### src/design/vuo_pkg.sv
package vuo_pkg;

  localparam int COORD_FRAC_BITS = 16;
  localparam int NORM_FRAC_BITS  = 30;

  localparam int NUM_STAGES = 12;
  localparam int ADDR_W     = 5;
  localparam int DATA_W     = 32;
  localparam int TOL_W      = 31;

  localparam int NUM_COORDS = 9;
  localparam int COORD_W    = 32;
  localparam int VOLUME_W   = 64;

  localparam int SUM_W  = 36;
  localparam int AREA_W = 68;

  localparam logic [DATA_W-1:0] NORMAL_ONE = DATA_W'(1) << NORM_FRAC_BITS;

  typedef enum logic [ADDR_W-3:0] {
    REG_NORMAL_X,
    REG_NORMAL_Y,
    REG_NORMAL_Z,
    REG_OFFSET,
    REG_TOLERANCE
  } reg_idx_e;

  typedef struct packed {
    logic [DATA_W-1:0] nx;
    logic [DATA_W-1:0] ny;
    logic [DATA_W-1:0] nz;
    logic [DATA_W-1:0] offset;
    logic [TOL_W-1:0]  tol;
  } cfg_t;

  typedef logic [NUM_STAGES-1:0] stage_en_t;

  typedef logic [NUM_COORDS-1:0][COORD_W-1:0] vertex_set_t;

endpackage

### src/design/vuo_cfg.sv
module vuo_cfg import vuo_pkg::*; (
  input  logic              clk_i,
  input  logic              rst_ni,
  input  logic              psel_i,
  input  logic              penable_i,
  input  logic              pwrite_i,
  input  logic [ADDR_W-1:0] paddr_i,
  input  logic [DATA_W-1:0] pwdata_i,
  output logic [DATA_W-1:0] prdata_o,
  output logic              pready_o,
  output cfg_t              cfg_o
);

  logic [DATA_W-1:0] nx_q, ny_q, nz_q, off_q;
  logic [TOL_W-1:0]  tol_q;
  logic              wr_en;
  reg_idx_e          idx;

  function automatic logic [DATA_W-1:0] clamp_normal(input logic [DATA_W-1:0] v);
    logic [DATA_W-1:0] r;
    priority if ($signed(v) > $signed(NORMAL_ONE)) begin
      r = NORMAL_ONE;
    end else if ($signed(v) < -$signed(NORMAL_ONE)) begin
      r = -NORMAL_ONE;
    end else begin
      r = v;
    end
    return r;
  endfunction

  assign wr_en    = psel_i & penable_i & pwrite_i;
  assign idx      = reg_idx_e'(paddr_i[ADDR_W-1:2]);
  assign pready_o = 1'b1;

  always_ff @(posedge clk_i or negedge rst_ni) begin
    if (!rst_ni) begin
      nx_q  <= '0;
      ny_q  <= '0;
      nz_q  <= NORMAL_ONE;
      off_q <= '0;
      tol_q <= TOL_W'(1);
    end else if (wr_en) begin
      unique case (idx)
        REG_NORMAL_X:  nx_q  <= pwdata_i;
        REG_NORMAL_Y:  ny_q  <= pwdata_i;
        REG_NORMAL_Z:  nz_q  <= pwdata_i;
        REG_OFFSET:    off_q <= pwdata_i;
        REG_TOLERANCE: tol_q <= pwdata_i[TOL_W-1:0];
        default: ;
      endcase
    end
  end

  always_comb begin
    unique case (idx)
      REG_NORMAL_X:  prdata_o = nx_q;
      REG_NORMAL_Y:  prdata_o = ny_q;
      REG_NORMAL_Z:  prdata_o = nz_q;
      REG_OFFSET:    prdata_o = off_q;
      REG_TOLERANCE: prdata_o = DATA_W'(tol_q);
      default:       prdata_o = '0;
    endcase
  end

  assign cfg_o.nx     = clamp_normal(nx_q);
  assign cfg_o.ny     = clamp_normal(ny_q);
  assign cfg_o.nz     = clamp_normal(nz_q);
  assign cfg_o.offset = off_q;
  assign cfg_o.tol    = tol_q;

endmodule

### config.mk
export PLATFORM = sky130hd
export DESIGN_NAME = vuo_cfg
export DESIGN_NICKNAME = d
export VERILOG_FILES = /design/src/design/vuo_pkg.sv /design/src/design/vuo_cfg.sv
export SDC_FILE = /design/constraint.sdc
export NUM_CORES = 1
export LEC_CHECK = 0
export BUFFER_PORTS_ARGS = -buffer_cell sky130_fd_sc_hd__buf_2
export CELL_PAD_IN_SITES_DETAIL_PLACEMENT = 0
export CELL_PAD_IN_SITES_GLOBAL_PLACEMENT = 2
export CORE_UTILIZATION = 33
export DETAILED_ROUTE_END_ITERATION = 8
export PLACE_DENSITY = 0.89
export REMOVE_ABC_BUFFERS = 1
export SYNTH_ARGS = -nofsm -noshare
export SYNTH_HDL_FRONTEND = slang
export SYNTH_SLANG_ARGS = --single-unit
### constraint.sdc
create_clock -name clk_i -period 1.83 [get_ports clk_i]
set_input_delay 0.366 -clock clk_i [delete_from_list [all_inputs] [get_ports clk_i]]
set_output_delay 0.366 -clock clk_i [all_outputs]
set_load 0.005 [all_outputs]
After elaboration in Yosys (flattened, before gate mapping)
Cells that the tools add are included.
{ "totals": {"inputBits": 42, "out_inout_bits": 192, "memories": 0, "ramBits": 0, "rom_bits": 0, "word_cells": 30, "register_bits": 159, "latch_bits": 0} }
{ "classes": {"eq_ne": 4, "n_div": 0, "n_bitwise": 2, "n_mux": 7, "n_mul": 0, "add_sub_neg": 0, "order_cmp": 6, "n_reduce_logical": 6, "n_shift": 0} }
{ "ops": {"columns": ["cell", "n"], "rows": [
  ["two-way mux 32 bit", 6],
  ["case mux 32 bit (5 select lines)", 1],
  ["greater-than comparator 32 bit, second input constant", 3],
  ["less-than comparator 32 x 31 -> 1 bit, second input constant", 3],
  ["AND reduction 2 bit", 5],
  ["== test 3 x 2 -> 1 bit, second input constant", 2],
  ["== test 3 x 1 -> 1 bit, second input constant", 1],
  ["== test 3 bit, second input constant", 1],
  ["logical NOT 3 bit", 1],
  ["bitwise AND 1 bit", 2]
]} }

Depth between registers and ports, before layout
{ "depth": {"depth_word": 3, "ltp_mapped": 6, "depth_no_buf": 4} }

Least setup slack after synthesis
No wires, ideal clock.
{ "synth_path": {"path_kind": "input port to flip-flop", "startpoint": "input port paddr_i[3]", "endpoint": "register tol_q[10]", "setup_ns": 0.125, "path_buffers": 3, "arrival_ns": 1.597, "required_ns": 1.705, "stages": 5, "setup_slack_ns": 0.108, "path_cell_list": "buf_4 or4_4 buf_6 buf_6 mux2_4"} }
{ "synth_between": {"elab_chain_len": 2} }
{ "synth_lines": {"columns": ["item", "line_no", "text"], "rows": [
  ["start: declaration", "vuo_cfg.sv:7", "input logic [ADDR_W-1:0] paddr_i,"],
  ["== test 3 bit", "vuo_cfg.sv:43", "unique case (idx)"],
  ["AND reduction 2 bit (no line)", null, null],
  ["end signal: assignment", "vuo_cfg.sv:48", "REG_TOLERANCE: tol_q <= pwdata_i[TOL_W-1:0];"],
  ["end: declaration", "vuo_cfg.sv:15", "logic [TOL_W-1:0] tol_q;"]
]} }
No other way between the ends.
A chain may end at the register's enable or synchronous reset.

==> impl_results.md <==
* Outcome: finished with violations
* Failing checks: setup timing
* CTS Buf Count at 17
* RSZ-0062 raised after global routing: yes
* Vias in the first global route at 7723
* Hold Crit Start: pwdata_i[31]
* Cell total after placement at about 1400
* RR Endpoint: ny_q[1]
* Chip height at 160 um
* Cell taking the most area after synthesis: dfrtp_1
* Filler cells at 2283
* Worst slack, placed at -0.540 ns
* Cell Rows at 57
* Clock Tree Buf Depth at 2
* First-pass GRT wire length at 46400 um
* Final WL at a little over 30000 um
* DP Wirelength at 22100 um
* Worst Setup Start Kind: flop
* Synth Register Bits at 159
* Worst skew pair latency at approximately 0.42 ns
* Unique masters post-synth at 31
* Total global routing track utilization at 24.2%
* CTS H-Tree Depth at 4
* Min Tclk post-route at 2.63 ns
* DR vias at approximately 7400
* Commonest non-fill, non-tap cell in the layout: buf_2
* FF-to-FF setup slack at 0.79 ns
* Syn_area_per_cell at 11.1 um^2
* Reg-to-reg startpoint: ny_q[1]
* Remaining Overflow, GRT at 0
* Final net count at around 1100
* Post-route DRC at 0
* Setup slack after layout at -0.797 ns
* VDD IR max at approximately 0.53 mV
* ANT nets after route at 0
* Synth Cell Area at 8250 um^2
* Area growth syn-to-layout at 51.5%
* Worst hold stages at 2
* Final hold vios at 0
* Die area at 25600 um^2
* I/O Pins at 234
* Worst min path class: in2reg
* Iter 0 DRT Violations at 422
* Reg2Reg Depth at 3
* Pre-antenna DRT Iters at 4
* Routability Congestion at slightly above 0.8
* Initial core utilization at between 30% and 40%
* Setup CP Type: reg2out
* Largest net degree at the start of global routing at 45
* Power Dens Cells at 1080 nW/um^2
* Max Clock Freq at 381 MHz
* Crit path DAT at 2.26 ns
* Final setup fails at 122
* Post-route non-filler standard cell count at 1438
* Top cell type's share of synthesized area at between 40% and 50%
* Clock slew at reported path FFs at 0.06 ns
* Data required, critical path at between 1 and 1.5 ns
* Clock root buffer: clkbuf_16
* Worst Hold End: nx_q[31]
* Tcrit/Tclk final at 144%
* Initial antenna violation count at 1
* Ys Warns at 0
* Vias per cell at 5.15
* Max-slew violation count at 0
* Static Leakage at between 6 and 7 nW
* Setup TNS at -68.54 ns
* Die W at around 160 um
* Commonest non-fill, non-tap cells in the layout: 227 x buf_2, 154 x dfrtp_1, 152 x mux2_2
* Worst Skew at 0 ns
* CTS tree: yes
* Core box area at 24400 um^2
* CP Max Fanout at 24
* Sequential fraction of the synthesis area at 48.3%
* Sink Count at between 150 and 200
* PortBufs at 230
* Area contributors post-synth: dfrtp_1 48%, mux2_2 22%, a22oi_1 5.5%
* # diodes at 0
* Post-Syn Instances at 745
* Share of cells above drive strength 1 at between 60% and 70%
* Max-cap violations at 0
* Drt wl/cell at 21.3 um
* Crit. End Element: primary output
==> synth_stat cells <==
master,instances
clkbuf_1,40
a22oi_1,60
conb_1,1
dfrtp_1,157
buf_4,3
o211a_1,3
buf_6,4
or4_4,1
mux2_1,1
mux2_4,30
nor2_1,98
dfstp_2,2
nor3_2,1
a31oi_1,2
nor2b_1,1
nand4_1,6
and2_1,1
nor3b_2,2
nand3_1,2
buf_1,2
mux4_2,1
buf_2,14
inv_2,1
or2_2,3
mux2_2,158
inv_1,3
nand2b_1,4
nor4_1,21
o22ai_1,31
nand2_1,91
mux2i_1,1
==> worst max-delay path, cell delays in order, from the launching register on <==
cell and delay, ns:
dfrtp_1 0.42, nor4_4 0.35, nand4_1 0.29, o211a_1 0.34
buf_12 0.19, nor2_1 0.12, buf_2 0.13
==> how the worst max path moves through the flow <==
| stage | end | slack, ns | cells past startpoint | start |
|---|---|---|---|---|
| final | cfg_o[111] | -0.80 | 6 | ny_q[12] |
| after global routing | cfg_o[116] | -0.90 | 7 | ny_q[1] |
| after CTS | cfg_o[95] | -0.80 | 7 | ny_q[23] |
| after detailed placement | cfg_o[114] | -0.54 | 6 | ny_q[2] |
| after global placement | cfg_o[111] | -0.55 | 6 | ny_q[2] |
| after floorplan | ny_q[0] | -0.72 | 4 | pwrite_i |
==> per-stage QoR <==
step / total power [mW] / area [um^2] / hold WS, ns / util, %
3_5_place_dp: 9.27 / 11000 / 0.331 / 45.0
2_1_floorplan: 6.53 / 7950 / 0.0704 / -
5_1_grt: 14.2 / 12500 / 0.219 / 51.2
6_report: 13.5 / 12500 / 0.221 / 51.2
4_1_cts: 13.1 / 12000 / 0.213 / 49.0
3_3_place_gp: 9.20 / 11000 / 0.331 / 45.0
==> layout make-up <==
class | count | area [um^2] | share of cell area [%]
clock buffer | 23 | 488 | 3.91
timing repair buffer | 400 | 2850 | 22.8
sequential | 159 | 3990 | 31.9
clock inverter | 9 | 83.8 | 0.671
inverter | 4 | 15.0 | 0.120
tap | 324 | 405 | 3.25
multi-input combinational | 519 | 4670 | 37.4
==> flip-flops by register name, indices dropped and copies added, names as in the netlist <==
signal,flops
nx_q,32
ny_q,32
nz_q,32
off_q,32
tol_q,31
==> cells by family after synthesis <==
logic type / synth area share, %
buf+inv: 3.76
other cells: 0.0455
simple gates: 12.0
flops: 48.3
compound gates: 8.33
mux: 27.6
==> layer usage <==
layer | track usage, % | vias up | share of wire [%]
met5 | 0 | - | 0.036
met3 | 4.81 | 32 | 5.1
met1 | 32.3 | 3765 | 45
li1 | - | 3383 | -
met4 | 5.50 | 2 | 1.4
met2 | 40.3 | 230 | 49
==> report_power, final <==
group	total (mW)	internal, mW	switching (mW)
sequential	4.81	4.22	0.593
clock	3.50	2.01	1.49
combinational	5.22	2.83	2.39
==> repair_timing <==
item,in CTS,in global routing
gates cloned,2,0
pin swaps,30,37
endpoints found under the setup margin,122,122
resized for setup,97,113
hold buffers,1,0
endpoints found under the hold margin,37,0
setup buffers,2,7
(Power assumes the default switching activity.)
